==> config.mk <==
export PLATFORM = sky130hd
export DESIGN_NAME = distance_bar_and_beep_controller_unit
export DESIGN_NICKNAME = d
export VERILOG_FILES = /design/src/sv/dbbc_pkg.sv /design/src/sv/dbbc_core.sv /design/src/sv/distance_bar_and_beep_controller_unit.sv
export VERILOG_INCLUDE_DIRS = /design/src /design/src/sv
export SDC_FILE = /design/constraint.sdc
export NUM_CORES = 1
export LEC_CHECK = 0
export ABC_AREA = 1
export ABC_CLOCK_PERIOD_IN_PS = 3100
export BUFFER_PORTS_ARGS = -buffer_cell sky130_fd_sc_hd__buf_2
export CAP_MARGIN = 10
export CORE_MARGIN = 8
export CORE_UTILIZATION = 54
export CTS_BUF_LIST = sky130_fd_sc_hd__clkbuf_8
export DETAILED_ROUTE_END_ITERATION = 6
export PLACE_DENSITY = 0.89
export REMOVE_ABC_BUFFERS = 1
export SYNTH_ARGS = -nofsm -noshare
export SYNTH_HDL_FRONTEND = slang
export SYNTH_HIERARCHICAL = 1
export SYNTH_SLANG_ARGS = --single-unit
==> constraint.sdc <==
create_clock -name clk_i -period 3.1 [get_ports clk_i]
set_clock_uncertainty 0.2 [all_clocks]
set_input_delay 0.62 -clock clk_i [delete_from_list [all_inputs] [get_ports clk_i]]
set_output_delay 0.62 -clock clk_i [all_outputs]
set_load 0.01 [all_outputs]
==> src/sv/distance_bar_and_beep_controller_unit_macros.svh <==
// Assertion macros shared by the controller RTL.
`ifndef DISTANCE_BAR_AND_BEEP_CONTROLLER_UNIT_MACROS_SVH
`define DISTANCE_BAR_AND_BEEP_CONTROLLER_UNIT_MACROS_SVH
`ifndef SYNTH
`define DBBC_ASSERT_SAME(label, ante, cons) \
  label: assert property (@(posedge clk_i) disable iff (!rst_ni) (ante) |-> (cons)) \
    else $error("assertion failed");
`define DBBC_ASSERT_NEXT(label, ante, cons) \
  label: assert property (@(posedge clk_i) disable iff (!rst_ni) (ante) |=> (cons)) \
    else $error("assertion failed");
`else
`define DBBC_ASSERT_SAME(label, ante, cons)
`define DBBC_ASSERT_NEXT(label, ante, cons)
`endif
`endif

==> src/sv/dbbc_pkg.sv <==
package dbbc_pkg;

  typedef enum logic [1:0] {
    OP_RX_BYTE    = 2'd0,
    OP_FRAME_EDGE = 2'd1,
    OP_BEEP_TICK  = 2'd2,
    OP_SCAN_TICK  = 2'd3
  } op_e;

  localparam logic [3:0] SILENCE_RESET = 4'd14;
  localparam logic [3:0] LEVEL_RESET   = 4'd15;
  localparam logic [3:0] PORT_C_RESET  = 4'hF;
  localparam logic [7:0] PORT_D_RESET  = 8'hFF;
  localparam logic [3:0] PORT_B_RESET  = 4'hF;
  localparam logic [1:0] BYTE_IDX_DONE = 2'd2;

  typedef struct packed {
    logic [3:0] port_b_low;
    logic [7:0] port_d;
    logic [3:0] port_c_low;
    logic       beeper_on;
  } result_t;

  function automatic logic [6:0] left_bar(input logic [3:0] level);
    logic [6:0] bar;
    unique case (level[3:1])
      3'd0:    bar = 7'h00;
      3'd1:    bar = 7'h40;
      3'd2:    bar = 7'h60;
      3'd3:    bar = 7'h70;
      3'd4:    bar = 7'h78;
      3'd5:    bar = 7'h7C;
      3'd6:    bar = 7'h7E;
      default: bar = 7'h7F;
    endcase
    return bar;
  endfunction

  function automatic logic [7:0] right_bar(input logic [3:0] level);
    logic [7:0] bar;
    unique case (level[3:1])
      3'd0:    bar = 8'h00;
      3'd1:    bar = 8'h02;
      3'd2:    bar = 8'h06;
      3'd3:    bar = 8'h0E;
      3'd4:    bar = 8'h1E;
      3'd5:    bar = 8'h3E;
      3'd6:    bar = 8'h7E;
      default: bar = 8'hFE;
    endcase
    return bar;
  endfunction

  function automatic logic [3:0] level_of(input logic [7:0] rx_byte);
    return rx_byte[7] ? 4'd15 : rx_byte[6:3];
  endfunction

endpackage

==> src/sv/dbbc_core.sv <==
module dbbc_core (
  input  logic              clk_i,
  input  logic              rst_ni,
  input  logic              cfg_we_i,
  input  logic [3:0]        cfg_wdata_i,
  input  logic              valid_i,
  input  dbbc_pkg::op_e     op_i,
  input  logic [7:0]        rx_byte_i,
  input  logic              frame_pin_i,
  output dbbc_pkg::result_t result_o
);

  logic [3:0] silence_q;
  logic [3:0] left_q, left_d;
  logic [3:0] right_q, right_d;
  logic [1:0] byte_idx_q, byte_idx_d;
  logic       rx_en_q, rx_en_d;
  logic [3:0] beep_cnt_q, beep_cnt_d;
  logic       beeper_q, beeper_d;
  logic [3:0] scan_idx_q, scan_idx_d;
  logic [3:0] port_c_q, port_c_d;
  logic [7:0] port_d_q, port_d_d;
  logic [3:0] port_b_q, port_b_d;

  logic [3:0]  limit;
  logic [3:0]  cnt;
  logic [4:0]  cnt_inc;
  logic [6:0]  lb;
  logic [7:0]  rb;
  logic [15:0] mask;

  assign limit   = (right_q < left_q) ? right_q : left_q;
  assign cnt     = (left_q >= silence_q && right_q >= silence_q) ? 4'd1 : beep_cnt_q;
  assign cnt_inc = {1'b0, cnt} + 5'd1;
  assign lb      = dbbc_pkg::left_bar(left_q);
  assign rb      = dbbc_pkg::right_bar(right_q);
  assign mask    = ~(16'd1 << scan_idx_q);

  always_comb begin
    left_d     = left_q;
    right_d    = right_q;
    byte_idx_d = byte_idx_q;
    rx_en_d    = rx_en_q;
    beep_cnt_d = beep_cnt_q;
    beeper_d   = beeper_q;
    scan_idx_d = scan_idx_q;
    port_c_d   = port_c_q;
    port_d_d   = port_d_q;
    port_b_d   = port_b_q;
    if (valid_i) begin
      unique case (op_i)
        dbbc_pkg::OP_RX_BYTE: begin
          if (rx_en_q) begin
            if (byte_idx_q == 2'd0) begin
              left_d = dbbc_pkg::level_of(rx_byte_i);
            end else if (byte_idx_q == 2'd1) begin
              right_d = dbbc_pkg::level_of(rx_byte_i);
              rx_en_d = 1'b0;
            end
            if (byte_idx_q < dbbc_pkg::BYTE_IDX_DONE) begin
              byte_idx_d = byte_idx_q + 2'd1;
            end
          end
        end
        dbbc_pkg::OP_FRAME_EDGE: begin
          byte_idx_d = 2'd0;
          rx_en_d    = ~frame_pin_i;
        end
        dbbc_pkg::OP_BEEP_TICK: begin
          if (cnt == 4'd0) begin
            beeper_d = 1'b1;
          end else if (cnt == 4'd1) begin
            beeper_d = 1'b0;
          end
          beep_cnt_d = (cnt_inc >= {1'b0, limit}) ? 4'd0 : cnt_inc[3:0];
        end
        dbbc_pkg::OP_SCAN_TICK: begin
          port_c_d   = lb[3:0] | mask[3:0];
          port_d_d   = {rb[3:0], 1'b0, lb[6:4]} | mask[11:4];
          port_b_d   = rb[7:4] | mask[15:12];
          scan_idx_d = scan_idx_q + 4'd1;
        end
        default: ;
      endcase
    end
  end

  always_ff @(posedge clk_i or negedge rst_ni) begin
    if (!rst_ni) begin
      silence_q  <= dbbc_pkg::SILENCE_RESET;
      left_q     <= dbbc_pkg::LEVEL_RESET;
      right_q    <= dbbc_pkg::LEVEL_RESET;
      byte_idx_q <= 2'd0;
      rx_en_q    <= 1'b0;
      beep_cnt_q <= 4'd0;
      beeper_q   <= 1'b0;
      scan_idx_q <= 4'd0;
      port_c_q   <= dbbc_pkg::PORT_C_RESET;
      port_d_q   <= dbbc_pkg::PORT_D_RESET;
      port_b_q   <= dbbc_pkg::PORT_B_RESET;
    end else begin
      if (cfg_we_i) begin
        silence_q <= cfg_wdata_i;
      end
      left_q     <= left_d;
      right_q    <= right_d;
      byte_idx_q <= byte_idx_d;
      rx_en_q    <= rx_en_d;
      beep_cnt_q <= beep_cnt_d;
      beeper_q   <= beeper_d;
      scan_idx_q <= scan_idx_d;
      port_c_q   <= port_c_d;
      port_d_q   <= port_d_d;
      port_b_q   <= port_b_d;
    end
  end

  assign result_o.beeper_on  = beeper_d;
  assign result_o.port_c_low = port_c_d;
  assign result_o.port_d     = port_d_d;
  assign result_o.port_b_low = port_b_d;

endmodule

==> src/sv/distance_bar_and_beep_controller_unit.sv <==
// Distance bar and beep controller. Each input transfer carries one event
// (serial byte, frame pin edge, beep tick or scan tick) and yields exactly one
// result transfer with the beeper state and the three port values after that
// event. One event is accepted every cycle while the skid register is empty.
// The controller state is updated by a single combinational pass between the
// state registers and a two-entry output buffer (output and skid register),
// which holds each result; a stalled master side holds up the slave side only
// once that buffer is full. The silence level may be written at any cycle
// with no events in flight and takes effect for the next event.
`include "distance_bar_and_beep_controller_unit_macros.svh"

module distance_bar_and_beep_controller_unit (
  input  logic        clk_i,
  input  logic        rst_ni,
  input  logic        cfg_we_i,
  input  logic [3:0]  cfg_wdata_i,
  input  logic        s_axis_tvalid,
  output logic        s_axis_tready,
  // Bits from the lowest: rx_byte[7:0], frame_pin, zero fill.
  input  logic [15:0] s_axis_tdata,
  // Bits from the lowest: op[1:0].
  input  logic [1:0]  s_axis_tuser,
  output logic        m_axis_tvalid,
  input  logic        m_axis_tready,
  // Bits from the lowest: beeper_on, port_c_low[3:0], port_d[7:0],
  // port_b_low[3:0], zero fill.
  output logic [23:0] m_axis_tdata
);

  logic              in_fire;
  logic              out_fire;
  dbbc_pkg::result_t result;
  dbbc_pkg::result_t out_q, skid_q;
  logic              out_valid_q, skid_valid_q;

  assign s_axis_tready = ~skid_valid_q;
  assign in_fire       = s_axis_tvalid & s_axis_tready;
  assign out_fire      = out_valid_q & m_axis_tready;

  dbbc_core u_core (
    .clk_i       (clk_i),
    .rst_ni      (rst_ni),
    .cfg_we_i    (cfg_we_i),
    .cfg_wdata_i (cfg_wdata_i),
    .valid_i     (in_fire),
    .op_i        (dbbc_pkg::op_e'(s_axis_tuser)),
    .rx_byte_i   (s_axis_tdata[7:0]),
    .frame_pin_i (s_axis_tdata[8]),
    .result_o    (result)
  );

  always_ff @(posedge clk_i or negedge rst_ni) begin
    if (!rst_ni) begin
      out_valid_q  <= 1'b0;
      skid_valid_q <= 1'b0;
    end else begin
      if (out_fire || !out_valid_q) begin
        if (skid_valid_q) begin
          out_valid_q  <= 1'b1;
          skid_valid_q <= 1'b0;
        end else begin
          out_valid_q <= in_fire;
        end
      end else if (in_fire) begin
        skid_valid_q <= 1'b1;
      end
    end
  end

  always_ff @(posedge clk_i) begin
    if (out_fire || !out_valid_q) begin
      if (skid_valid_q) begin
        out_q <= skid_q;
      end else if (in_fire) begin
        out_q <= result;
      end
    end else if (in_fire) begin
      skid_q <= result;
    end
  end

  assign m_axis_tvalid = out_valid_q;
  assign m_axis_tdata  = {7'd0, out_q};

  `DBBC_ASSERT_SAME(a_skid_implies_out, skid_valid_q, out_valid_q)
  `DBBC_ASSERT_NEXT(a_stall_fills_skid, in_fire && out_valid_q && !m_axis_tready,
                    skid_valid_q)
  `DBBC_ASSERT_NEXT(a_skid_holds, skid_valid_q && !m_axis_tready,
                    skid_valid_q && $stable(skid_q))

endmodule
After elaboration in Yosys (flattened, before gate mapping):

Cells that the tools add are included.

* register bits after elaboration: 76
* input port bits: 27
* output and inout bits: 26
* word-level logic and storage cells: 106

* $add $sub $neg: 3
* magnitude comparators: 5
* eq/ne operators: 19
* shifts and indexed selects: 1
* muxes and demuxes: 28
* bitwise gates (word level): 10
* reductions and logical operators: 19

Operators by type and width (number)
* case mux 8 bit (7 select lines): 1
* case mux 7 bit (7 select lines): 1
* 2-to-1 mux 17 bit: 2
* 2-to-1 mux 4 bit: 8
* equality test 3 bit, second input constant: 6
* 2-to-1 mux 8 bit: 2
* inverter 16 bit: 1
* << shifter 1 x 4 -> 16 bit, first input constant: 1
* equality test 3 x 2 -> 1 bit, second input constant: 4
* 2-to-1 mux 1 bit: 10
* AND reduction 2 bit: 5
* >= comparator 4 bit: 2
* bitwise OR 4 bit: 2
* bitwise OR 8 bit: 1
* AND reduction 4 bit: 2
* equality test 3 x 1 -> 1 bit, second input constant: 2
* logical NOT 3 bit: 2
* nonzero test 2 bit: 3
* adder 4 x 1 -> 5 bit, second input constant: 1
* >= comparator 5 x 4 -> 1 bit: 1
* AND reduction 5 bit: 1
* adder 4 x 1 -> 4 bit, second input constant: 1
* equality test 2 x 1 -> 1 bit, second input constant: 2
* equality test 2 bit, second input constant: 2
* other kinds (15): 22

Depth between registers and ports, before layout:

Gate-level depths: netlist of the first run.

* depth after elaboration: 10
* mapped depth: 20
* mapped depth without buffers: 20

Cells and area by module:

Netlist of the first run, hierarchy kept.

By module, submodules not included
* dbbc_core: times used 1, cells an instance 271, area an instance 2374.8 um^2, sequential area each 1034.7 um^2
* distance_bar_and_beep_controller_unit: times used 1, cells an instance 110, area an instance 1412.6 um^2, sequential area each 1071.0 um^2

Worst setup path after synthesis of the first run:

No wires, ideal clock.

* kind: reg2reg
* start: reg u_core.silence_q[3]
* end: reg u_core.beep_cnt_q[3]
* setup time: 65 ps
* arrival time: 2668 ps
* required time: 2835 ps
* slack: 167 ps
* cell stages (with the launch flop): 20
* path buffers: 0
* clock period less this slack: 2933 ps
* cell sequence: dfstp_2 -> inv_1 -> ha_1 -> nand2_1 -> inv_1 -> nand3_1 -> nand3_1 -> nand2_1 -> inv_1 -> or2_1 -> ha_1 -> xnor2_1 -> ha_1 -> nand3_1 -> nand3b_1 -> a21oi_2 -> nand2_1 -> inv_2 -> nand2_1 -> nand2_1

* word-level cells in the longest chain between the ends: 6
* elaborated cells on any way between the ends: 7
* classes of those cells: 1 x add/sub; 3 x order compare; 2 x mux; 1 x reduce/logical

Ends and longest elaborated chain
* from (decl): line dbbc_core.sv:13 `logic [3:0] silence_q;`
* from (signal assigned): line dbbc_core.sv:90 `silence_q <= dbbc_pkg::SILENCE_RESET;`
* from (signal assigned): line dbbc_core.sv:103 `silence_q <= cfg_wdata_i;`
* >= comparator 4 bit: line dbbc_core.sv:33 `assign cnt = (left_q >= silence_q && right_q >= silence_q) ? 4'd1 : beep_cnt_q;`
* logical AND 1 bit (*): line dbbc_core.sv:33
* 2-to-1 mux 4 bit (*): line dbbc_core.sv:33
* adder 4 x 1 -> 5 bit (*): line dbbc_core.sv:34 `assign cnt_inc = {1'b0, cnt} + 5'd1;`
* >= comparator 5 x 4 -> 1 bit: line dbbc_core.sv:75 `beep_cnt_d = (cnt_inc >= {1'b0, limit}) ? 4'd0 : cnt_inc[3:0];`
* 2-to-1 mux 4 bit (*): line dbbc_core.sv:75
* to (signal assigned): line dbbc_core.sv:109 `beep_cnt_q <= beep_cnt_d;`
* to (decl): line dbbc_core.sv:18 `logic [3:0] beep_cnt_q, beep_cnt_d;`

Every way passes the cells marked *; elsewhere a longest branch is shown, timed or not.
A chain may end at the register's enable or synchronous reset.

Worst setup path in the final report of the first run:

Ends and elaborated chain as after synthesis.

==> reports/results.ini, run 1 <==
[outcome]
outcome=finished clean

[worst_setup_path]
timing.critical_path.slowest_cell_delay_ns=0.53
largest_fanout_on_the_critical_path=4
timing.critical_path.slowest_stage_cell=sky130_fd_sc_hd__dfstp_2
cp_common_cell=sky130_fd_sc_hd__nand2_1
cp-start-kind=flip-flop
worst-endpoint-required_ns=3.19
critical_path.cell_chain=inv_2 -> ha_4 -> nand2_1 -> inv_1 -> nand3_1 -> nand3_1 -> nand2_2 -> inv_1 -> or2_4 -> ha_4 -> xnor2_4 -> ha_4 -> nand3_1 -> nand3b_1 -> a21oi_2 -> nand2_1 -> inv_2 -> nand2_1 -> nand2_1
arrival_ns=3.12
timing.critical_path.to_type=flip-flop
path_delay_family=simple AND/OR/NAND/NOR gates
worstPathBufferInverterCount=4
r2r_setup_slack_ns=0.07
setup.worst_path.class=reg -> reg

[sta]
slew_violations=0
finalCritPeriodShare_pct=97.64
report.final.hold_viol_count=0
final.setup.worst_slack_ns=0.07327
fmax_ghz=0.3304
timing.final.setup_violations=0
period_needed_ns=3.027
worstMarginPinSlew_ns=0.9210
relSlewSlack_pct=38.60

[pwr]
vdd.ir_drop.worst_mv=0.3772
power.density_nw_per_um2=802.3
static_leakage_nw=1.961

[clock_tree]
worstSkewPairLatency_ns=0.35
cts_sinks=76
cts_max_level=3
cts_made_buffers=9
cts.root.buffer_cell=sky130_fd_sc_hd__clkbuf_8
cts_tree=yes
clk_pin_slew_worst_paths_ns=0.07
cts.path.max_buffers=2

[placed_design]
dpl.hpwl_um=5372
gpl.final_weighted_congestion=0.8959
numPlacedInstances=514
placement.setup.worst_slack_ns=-0.04630
port-buffer-count=35

[flow_run]
drv.max_cap_violation_count=0

[synthesis]
synth_warnings=6
netlist_instances=381
synth_area_per_cell_um2=9.941
syn-cell-area_um2=3787
synth_seq_area_share_pct=55.60
ys_ff_latch=76
count_of_different_cell_masters_after_synthesis=39

[routing]
detail_route.first_pass.iterations=5
drc=0
totalWireLength_um=7954
drt_iter0_markers=195
final_antenna_net_count=0
wl_per_cell_um=14.90
vias=2837
viasPerCell=5.313

[die]
floorplan.io_pins=53
dieWidth_um=99.75
placementRows=30
die_area_um2=9949
core_area_um2=6794
die_height_um=99.75
starting_density_of_the_core_pct=55.75

[layout]
final_cell_count_no_fill=534
drive_gt1_share_pct=27.17
antennaDiodeCount=0
syn_to_final_growth_pct=16.78
final_nets=487
layout.filler_cells=479

[grt]
overflow=0
grt_start_max_net_pins=43
first_global_vias=2785
grt_first_pass_wirelength_um=12480
number_of_antenna_violations_at_the_first_check_in_global_routing=0
grt_util_all_layers_pct=15.72

[min_path]
worst_hold_path_type=in -> async

==> stage by stage <==
| step | utilization [%] | area (µm²) | setup TNS (ns) | power, mW | hold WS (ns) |
|---|---|---|---|---|---|
| after global routing | 65.10 | 4423 | -0.1631 | 3.778 | 0.2391 |
| after detailed placement | 60.00 | 4076 | -0.08317 | 2.618 | 0.2929 |
| after global placement | 60.00 | 4076 | 0 | 2.510 | 0.2767 |
| after CTS | 62.98 | 4279 | 0 | 3.372 | 0.2257 |
| final | 65.10 | 4423 | 0 | 3.548 | 0.2057 |
| after floorplan | - | 3699 | 0 | 2.237 | 0.1244 |
==> worst register-to-register path, delay by kind of cell, from the launching register on <==
kind	cells	cell delay, ns
compound gates	1	0.16
buf+inv	4	0.24
simple gates	10	1.01
flops	1	0.53
xor+xnor	1	0.19
fa+ha+maj	3	0.63
==> cell usage after synthesis <==
master / n / share of area, %
sky130_fd_sc_hd__a21boi_0: 1 / 0.20
sky130_fd_sc_hd__a21oi_1: 8 / 1.1
sky130_fd_sc_hd__a21oi_2: 1 / 0.23
sky130_fd_sc_hd__a2bb2oi_1: 3 / 0.69
sky130_fd_sc_hd__buf_2: 2 / 0.26
sky130_fd_sc_hd__buf_4: 9 / 1.8
sky130_fd_sc_hd__buf_6: 1 / 0.30
sky130_fd_sc_hd__buf_8: 1 / 0.40
sky130_fd_sc_hd__clkbuf_1: 2 / 0.20
sky130_fd_sc_hd__conb_1: 1 / 0.099
sky130_fd_sc_hd__dfrtp_1: 15 / 9.9
sky130_fd_sc_hd__dfstp_2: 27 / 19
sky130_fd_sc_hd__edfxtp_1: 34 / 27
sky130_fd_sc_hd__ha_1: 27 / 8.9
sky130_fd_sc_hd__inv_1: 42 / 4.2
sky130_fd_sc_hd__inv_2: 2 / 0.20
sky130_fd_sc_hd__inv_8: 1 / 0.30
sky130_fd_sc_hd__mux2_2: 1 / 0.30
sky130_fd_sc_hd__nand2_1: 102 / 10
sky130_fd_sc_hd__nand2_2: 4 / 0.66
sky130_fd_sc_hd__nand3_1: 22 / 2.9
sky130_fd_sc_hd__nand3_2: 1 / 0.26
sky130_fd_sc_hd__nand3b_1: 1 / 0.20
sky130_fd_sc_hd__nand4_1: 4 / 0.66
sky130_fd_sc_hd__nor2_1: 15 / 1.5
sky130_fd_sc_hd__nor2_2: 2 / 0.33
sky130_fd_sc_hd__nor3_1: 5 / 0.66
sky130_fd_sc_hd__nor3b_4: 1 / 0.50
sky130_fd_sc_hd__o211ai_1: 2 / 0.40
sky130_fd_sc_hd__o21a_1: 10 / 2.0
sky130_fd_sc_hd__o21ai_0: 25 / 3.3
sky130_fd_sc_hd__o21ai_1: 1 / 0.13
sky130_fd_sc_hd__o31ai_1: 1 / 0.20
sky130_fd_sc_hd__o32a_1: 1 / 0.26
sky130_fd_sc_hd__o32ai_1: 1 / 0.23
sky130_fd_sc_hd__or2_0: 1 / 0.17
sky130_fd_sc_hd__or2_1: 1 / 0.17
sky130_fd_sc_hd__xnor2_1: 1 / 0.23
sky130_fd_sc_hd__xor2_1: 2 / 0.46
==> per-layer routing <==
metal	global-route usage [%]	vias to the layer above	part of all wire (%)
met5	0	-	0
met4	7.916	0	2.8
met3	3.911	20	5.9
met2	26.68	108	50
met1	17.95	1357	41
li1	-	1352	-
==> final cells by class <==
type | instances | area (µm²) | area share (%)
Tap cell | 96 | 120.1 | 2.716
Clock inverter | 7 | 68.82 | 1.556
Multi-Input combinational cell | 251 | 1540 | 34.82
Inverter | 45 | 176.4 | 3.989
Timing Repair Buffer | 50 | 287.8 | 6.506
Sequential cell | 76 | 2106 | 47.61
Clock buffer | 9 | 123.9 | 2.801
==> placed cells by master (no fill, tap or decap), types with 2 or more instances in the layout <==
| cell | Yosys | layout |
|---|---|---|
| sky130_fd_sc_hd__a21oi_1 | 8 | 8 |
| sky130_fd_sc_hd__a2bb2oi_1 | 3 | 3 |
| sky130_fd_sc_hd__buf_2 | 2 | 35 |
| sky130_fd_sc_hd__buf_4 | 9 | 15 |
| sky130_fd_sc_hd__clkbuf_8 | 0 | 9 |
| sky130_fd_sc_hd__clkinv_2 | 0 | 2 |
| sky130_fd_sc_hd__clkinv_4 | 0 | 2 |
| sky130_fd_sc_hd__conb_1 | 1 | 7 |
| sky130_fd_sc_hd__dfrtp_1 | 15 | 15 |
| sky130_fd_sc_hd__dfstp_2 | 27 | 27 |
| sky130_fd_sc_hd__edfxtp_1 | 34 | 34 |
| sky130_fd_sc_hd__ha_1 | 27 | 19 |
| sky130_fd_sc_hd__ha_4 | 0 | 8 |
| sky130_fd_sc_hd__inv_1 | 42 | 40 |
| sky130_fd_sc_hd__inv_2 | 2 | 5 |
| sky130_fd_sc_hd__nand2_1 | 102 | 101 |
| sky130_fd_sc_hd__nand2_2 | 4 | 5 |
| sky130_fd_sc_hd__nand3_1 | 22 | 22 |
| sky130_fd_sc_hd__nand4_1 | 4 | 4 |
| sky130_fd_sc_hd__nor2_1 | 15 | 15 |
| sky130_fd_sc_hd__nor2_2 | 2 | 2 |
| sky130_fd_sc_hd__nor3_1 | 5 | 5 |
| sky130_fd_sc_hd__o211ai_1 | 2 | 2 |
| sky130_fd_sc_hd__o21a_1 | 10 | 10 |
| sky130_fd_sc_hd__o21ai_0 | 25 | 25 |
| sky130_fd_sc_hd__xor2_1 | 2 | 2 |
==> cells by family (layout without fill, tap and decap cells) <==
group           after synthesis  in the layout  share of synthesized area, %
simple gates                159            159                         18.10
mux                           1              1                        0.2973
flops                        76             76                         55.60
xor+xnor                      3              3                        0.6939
compound gates               54             54                         8.689
buf+inv                      60            111                         7.598
fa+ha+maj                    27             27                         8.920
other cells                   1              7                       0.09901
==> repair_timing <==
action                     4_1_cts  5_1_grt
hold buffers                     0        0
gates resized for setup          2       14
setup buffers                    0        4
pin swaps                        1       12
setup endpoints to repair        3        4
==> report_power, final <==
part | leakage [nW] | internal [mW] | switching [mW]
Combinational | 1.11 | 0.567 | 0.773
Clock | 0.100 | 0.368 | 0.361
Sequential | 0.749 | 1.34 | 0.143
Total | 1.96 | 2.27 | 1.28
==> registers in the layout, indices dropped and copies added (netlist names) <==
name / count
u_core/port_b_q: 4
u_core/left_q: 4
u_core/byte_idx_q: 2
skid_q: 17
u_core/beeper_q: 1
m_axis_tdata: 17
u_core/port_c_q: 4
skid_valid_q: 1
u_core/beep_cnt_q: 4
m_axis_tvalid: 1
u_core/silence_q: 4
u_core/right_q: 4
u_core/rx_en_q: 1
u_core/scan_idx_q: 4
u_core/port_d_q: 8
==> final timing paths <==
check / start / end / depth (start not counted)
worst max-delay path: u_core/silence_q[3]$_DFFE_PN1P_ / u_core/beep_cnt_q[3]$_DFFE_PN0P_ / 19
worst min-delay path: rst_ni / u_core/byte_idx_q[0]$_DFFE_PN0P_ / 1
worst max register to register: u_core/silence_q[3]$_DFFE_PN1P_ / u_core/beep_cnt_q[3]$_DFFE_PN0P_ / 19
worst min register to register: u_core/beeper_q$_DFF_PN0_ / u_core/beeper_q$_DFF_PN0_ / 2
max in group asynchronous: rst_ni / u_core/scan_idx_q[1]$_DFFE_PN0P_ / 1
min in group clk_i: s_axis_tdata[8] / u_core/rx_en_q$_DFFE_PN0P_ / 2
Note: power is estimated with default switching activity, not from simulation.
==> run 2, diff against run 1 <==
--- a/config.mk
+++ b/config.mk
@@ -7,15 +7,16 @@
 export NUM_CORES = 1
 export LEC_CHECK = 0
 export ABC_AREA = 1
-export ABC_CLOCK_PERIOD_IN_PS = 3100
+export ABC_CLOCK_PERIOD_IN_PS = 3800
 export BUFFER_PORTS_ARGS = -buffer_cell sky130_fd_sc_hd__buf_2
 export CAP_MARGIN = 10
 export CORE_MARGIN = 8
-export CORE_UTILIZATION = 54
+export CORE_UTILIZATION = 56
 export CTS_BUF_LIST = sky130_fd_sc_hd__clkbuf_8
 export DETAILED_ROUTE_END_ITERATION = 6
-export PLACE_DENSITY = 0.89
+export PLACE_DENSITY = 0.88
 export REMOVE_ABC_BUFFERS = 1
+export SLEW_MARGIN = 20
 export SYNTH_ARGS = -nofsm -noshare
 export SYNTH_HDL_FRONTEND = slang
 export SYNTH_HIERARCHICAL = 1
==> constraint.sdc (replaced) <==
create_clock -name clk_i -period 3.8 [get_ports clk_i]
set_clock_uncertainty 0.2 [all_clocks]
set_input_delay 0.76 -clock clk_i [delete_from_list [all_inputs] [get_ports clk_i]]
set_output_delay 0.76 -clock clk_i [all_outputs]
set_load 0.01 [all_outputs]
==> run 2 against run 1 <==
Effect of this change:
- count of clock-buffer cells in the layout unchanged
- first-iteration DRC count decreased by 18%
- via count decreased by 5.2%
- sequential power decreased by 16%
- non-clock buffer count decreased by 12
- critical endpoint is now u_core/beep_cnt_q[1]$_DFFE_PN0P_
- clock power decreased by 10%
- power decreased by 23%
- worst setup slack improved by 0.41 ns
- sequential share of layout area increased by 2.4 points
- final cell count decreased by 5.2%
==> reports/results.ini, run 2 (synthesis results as in run 1) <==
[outcome]
outcome=finished clean

[sta]
report.final.hold_viol_count=0  ; unchanged
final.setup.worst_slack_ns=0.4814  ; +0.4082 ns
relSlewSlack_pct=39.72  ; +1.1 points
finalCritPeriodShare_pct=87.33  ; -10 points
slew_violations=0  ; unchanged
setup-tns-final_ns=0  ; unchanged
rsz0062_at_grt=false
timing.final.setup_violations=0  ; unchanged
fmax_ghz=0.3013  ; -8.8%
period_needed_ns=3.319  ; +0.2918 ns
worstMarginPinSlew_ns=0.9042  ; -0.01680 ns

[routing]
final_antenna_net_count=0  ; unchanged
top_layer=met4
vias=2689  ; -5.2%
routedLengthMet1_um=3090  ; -4.8%
drt_iter0_markers=160  ; -18%
wl_per_cell_um=14.24  ; -4.4%
detail_route.first_pass.iterations=4  ; -1
totalWireLength_um=7203  ; -9.4%
viasPerCell=5.314  ; about the same
dr_wl_met3_um=328  ; -30%
wl_met2_um=3607  ; -10%
drc=0  ; unchanged

[clock_tree]
worstSkewPairLatency_ns=0.35  ; about the same
cts_tree=yes
cts.root.buffer_cell=sky130_fd_sc_hd__clkbuf_8
cts_sinks=76  ; unchanged
post-cts-setup-buffers=0  ; unchanged
cts_hold_buf=0  ; unchanged
clk_pin_slew_worst_paths_ns=0.07  ; about the same
cts.path.max_buffers=2  ; unchanged
cts_resized=0  ; -2
cts_max_level=3  ; unchanged
cts_made_buffers=9  ; unchanged

[grt]
grt_start_max_net_pins=43  ; unchanged
first_global_vias=2654  ; -4.7%
number_of_antenna_violations_at_the_first_check_in_global_routing=0  ; unchanged
grt_util_all_layers_pct=15.99  ; +0.27 points
overflow=0  ; unchanged
grt_first_pass_wirelength_um=12240  ; -1.9%

[worst_setup_path]
r2r_setup_slack_ns=0.48  ; +0.41 ns
worst_r2r_endpoint=u_core/beep_cnt_q[1]$_DFFE_PN0P_
arrival_ns=3.40  ; +0.28 ns
ff2ff_path_depth=18  ; -1
worstReg2RegStart=u_core/right_q[3]$_DFFE_PN1P_
largest_fanout_on_the_critical_path=11  ; +7
setup.worst_path.class=reg -> reg
worst-endpoint-required_ns=3.88  ; +0.69 ns
worst_setup_path_startpoint=u_core/right_q[3]$_DFFE_PN1P_
cp-start-kind=flip-flop
timing.critical_path.to_type=flip-flop

[layout]
layout_common_cells=sky130_fd_sc_hd__nand2_1, sky130_fd_sc_hd__inv_1, sky130_fd_sc_hd__buf_2, sky130_fd_sc_hd__edfxtp_1
layout.area.seq_um2=2106  ; unchanged
final_nets=475  ; -2.5%
layout.filler_cells=525  ; +9.6%
most_frequent_standard_cell_in_the_layout_excluding_fill_and_tap_cells=sky130_fd_sc_hd__nand2_1
multiInputGateArea_um2=1416  ; -8.0%
syn_to_final_growth_pct=11.17
drive_gt1_share_pct=21.60  ; -5.6 points
antennaDiodeCount=0  ; unchanged
layout.cell_area.non_filler_um2=4210  ; -4.8%

[placed_design]
gpl.final_weighted_congestion=0.9116  ; +1.8%
dpl.hpwl_um=5148  ; -4.2%
post_place_cell_area_um2=3996  ; -2.0%
port-buffer-count=35  ; unchanged
placement.setup.worst_slack_ns=0.4911  ; +0.5374 ns

[min_path]
holdPathEnd=u_core/beeper_q$_DFF_PN0_
min_delay_path_depth=2
worst_hold_path_type=reg -> reg
holdCritStartpoint=u_core/beeper_q$_DFF_PN0_

[die]
core_area_um2=6681  ; -1.7%
die_height_um=98.24  ; -1.5%
die_area_um2=9651  ; -3.0%
dieWidth_um=98.24  ; -1.5%
floorplan.io_pins=53  ; unchanged
placementRows=30  ; unchanged
starting_density_of_the_core_pct=56.69  ; +0.94 points

[pwr]
vdd.ir_drop.worst_mv=0.3806  ; +0.89%
power.density_nw_per_um2=647.3  ; -19%
static_leakage_nw=1.906  ; -2.8%

[flow_run]
drv.max_cap_violation_count=0  ; unchanged

run 2: area by class of cell:
cell class / instances / share of cell area, %
well taps: 80 / 2.377
inverters: 45 / 4.190
clock inverters: 7 / 2.140
repair buffers: 38 / 4.695
clock buffers: 9 / 2.942
flip-flops and latches: 76 / 50.01
multi-input cells: 251 / 33.64
run 2: worst max path at each step:
stage	depth (start not counted)	endpoint	slack, ns
4_1_cts	18	u_core/beep_cnt_q[1]$_DFFE_PN0P_	0.47
6_report	18	u_core/beep_cnt_q[1]$_DFFE_PN0P_	0.48
2_1_floorplan	16	u_core/beep_cnt_q[3]$_DFFE_PN0P_	0.86
3_3_place_gp	18	u_core/beep_cnt_q[3]$_DFFE_PN0P_	0.63
5_1_grt	18	u_core/beep_cnt_q[3]$_DFFE_PN0P_	0.20
3_5_place_dp	18	u_core/beep_cnt_q[1]$_DFFE_PN0P_	0.49
run 2: routing by layer:
layer | GRT usage, % | vias to the layer above
met5 | 0 | -
met2 | 26.50 | 58
li1 | - | 1330
met1 | 18.38 | 1284
met3 | 4.623 | 17
met4 | 8.383 | 0
run 2: critical path, cell delays in order, from the launching register on:
cell and delay (ns):
sky130_fd_sc_hd__dfstp_2 0.67, sky130_fd_sc_hd__ha_1 0.30, sky130_fd_sc_hd__nand2_1 0.07, sky130_fd_sc_hd__inv_1 0.04, sky130_fd_sc_hd__nand2_1 0.06, sky130_fd_sc_hd__nand3_1 0.06
sky130_fd_sc_hd__nand2_1 0.19, sky130_fd_sc_hd__inv_1 0.06, sky130_fd_sc_hd__or2_1 0.28, sky130_fd_sc_hd__ha_1 0.24, sky130_fd_sc_hd__xnor2_1 0.24, sky130_fd_sc_hd__ha_1 0.29
sky130_fd_sc_hd__nand3_1 0.09, sky130_fd_sc_hd__nand3b_1 0.08, sky130_fd_sc_hd__a21oi_2 0.14, sky130_fd_sc_hd__nand2_1 0.09, sky130_fd_sc_hd__inv_2 0.06, sky130_fd_sc_hd__nand2_1 0.04
sky130_fd_sc_hd__nand2_1 0.06
run 2: metrics by stage:
step                      total power, mW  util, %  hold slack (ns)  std cells
final                               2.725    63.02           0.3040        506
after global routing                2.931    63.02           0.3344        506
after CTS                           2.746    63.02           0.3051        506
after detailed placement            2.085    59.81           0.2877        490
after global placement              1.997    59.81           0.2774        490
after floorplan                     1.825        -           0.2538        372
run 2: power breakdown:
| part | leakage (nW) | switching (mW) | internal, mW |
|---|---|---|---|
| logic | 1.04 | 0.507 | 0.327 |
| registers | 0.749 | 0.145 | 1.09 |
| clock network | 0.112 | 0.287 | 0.367 |
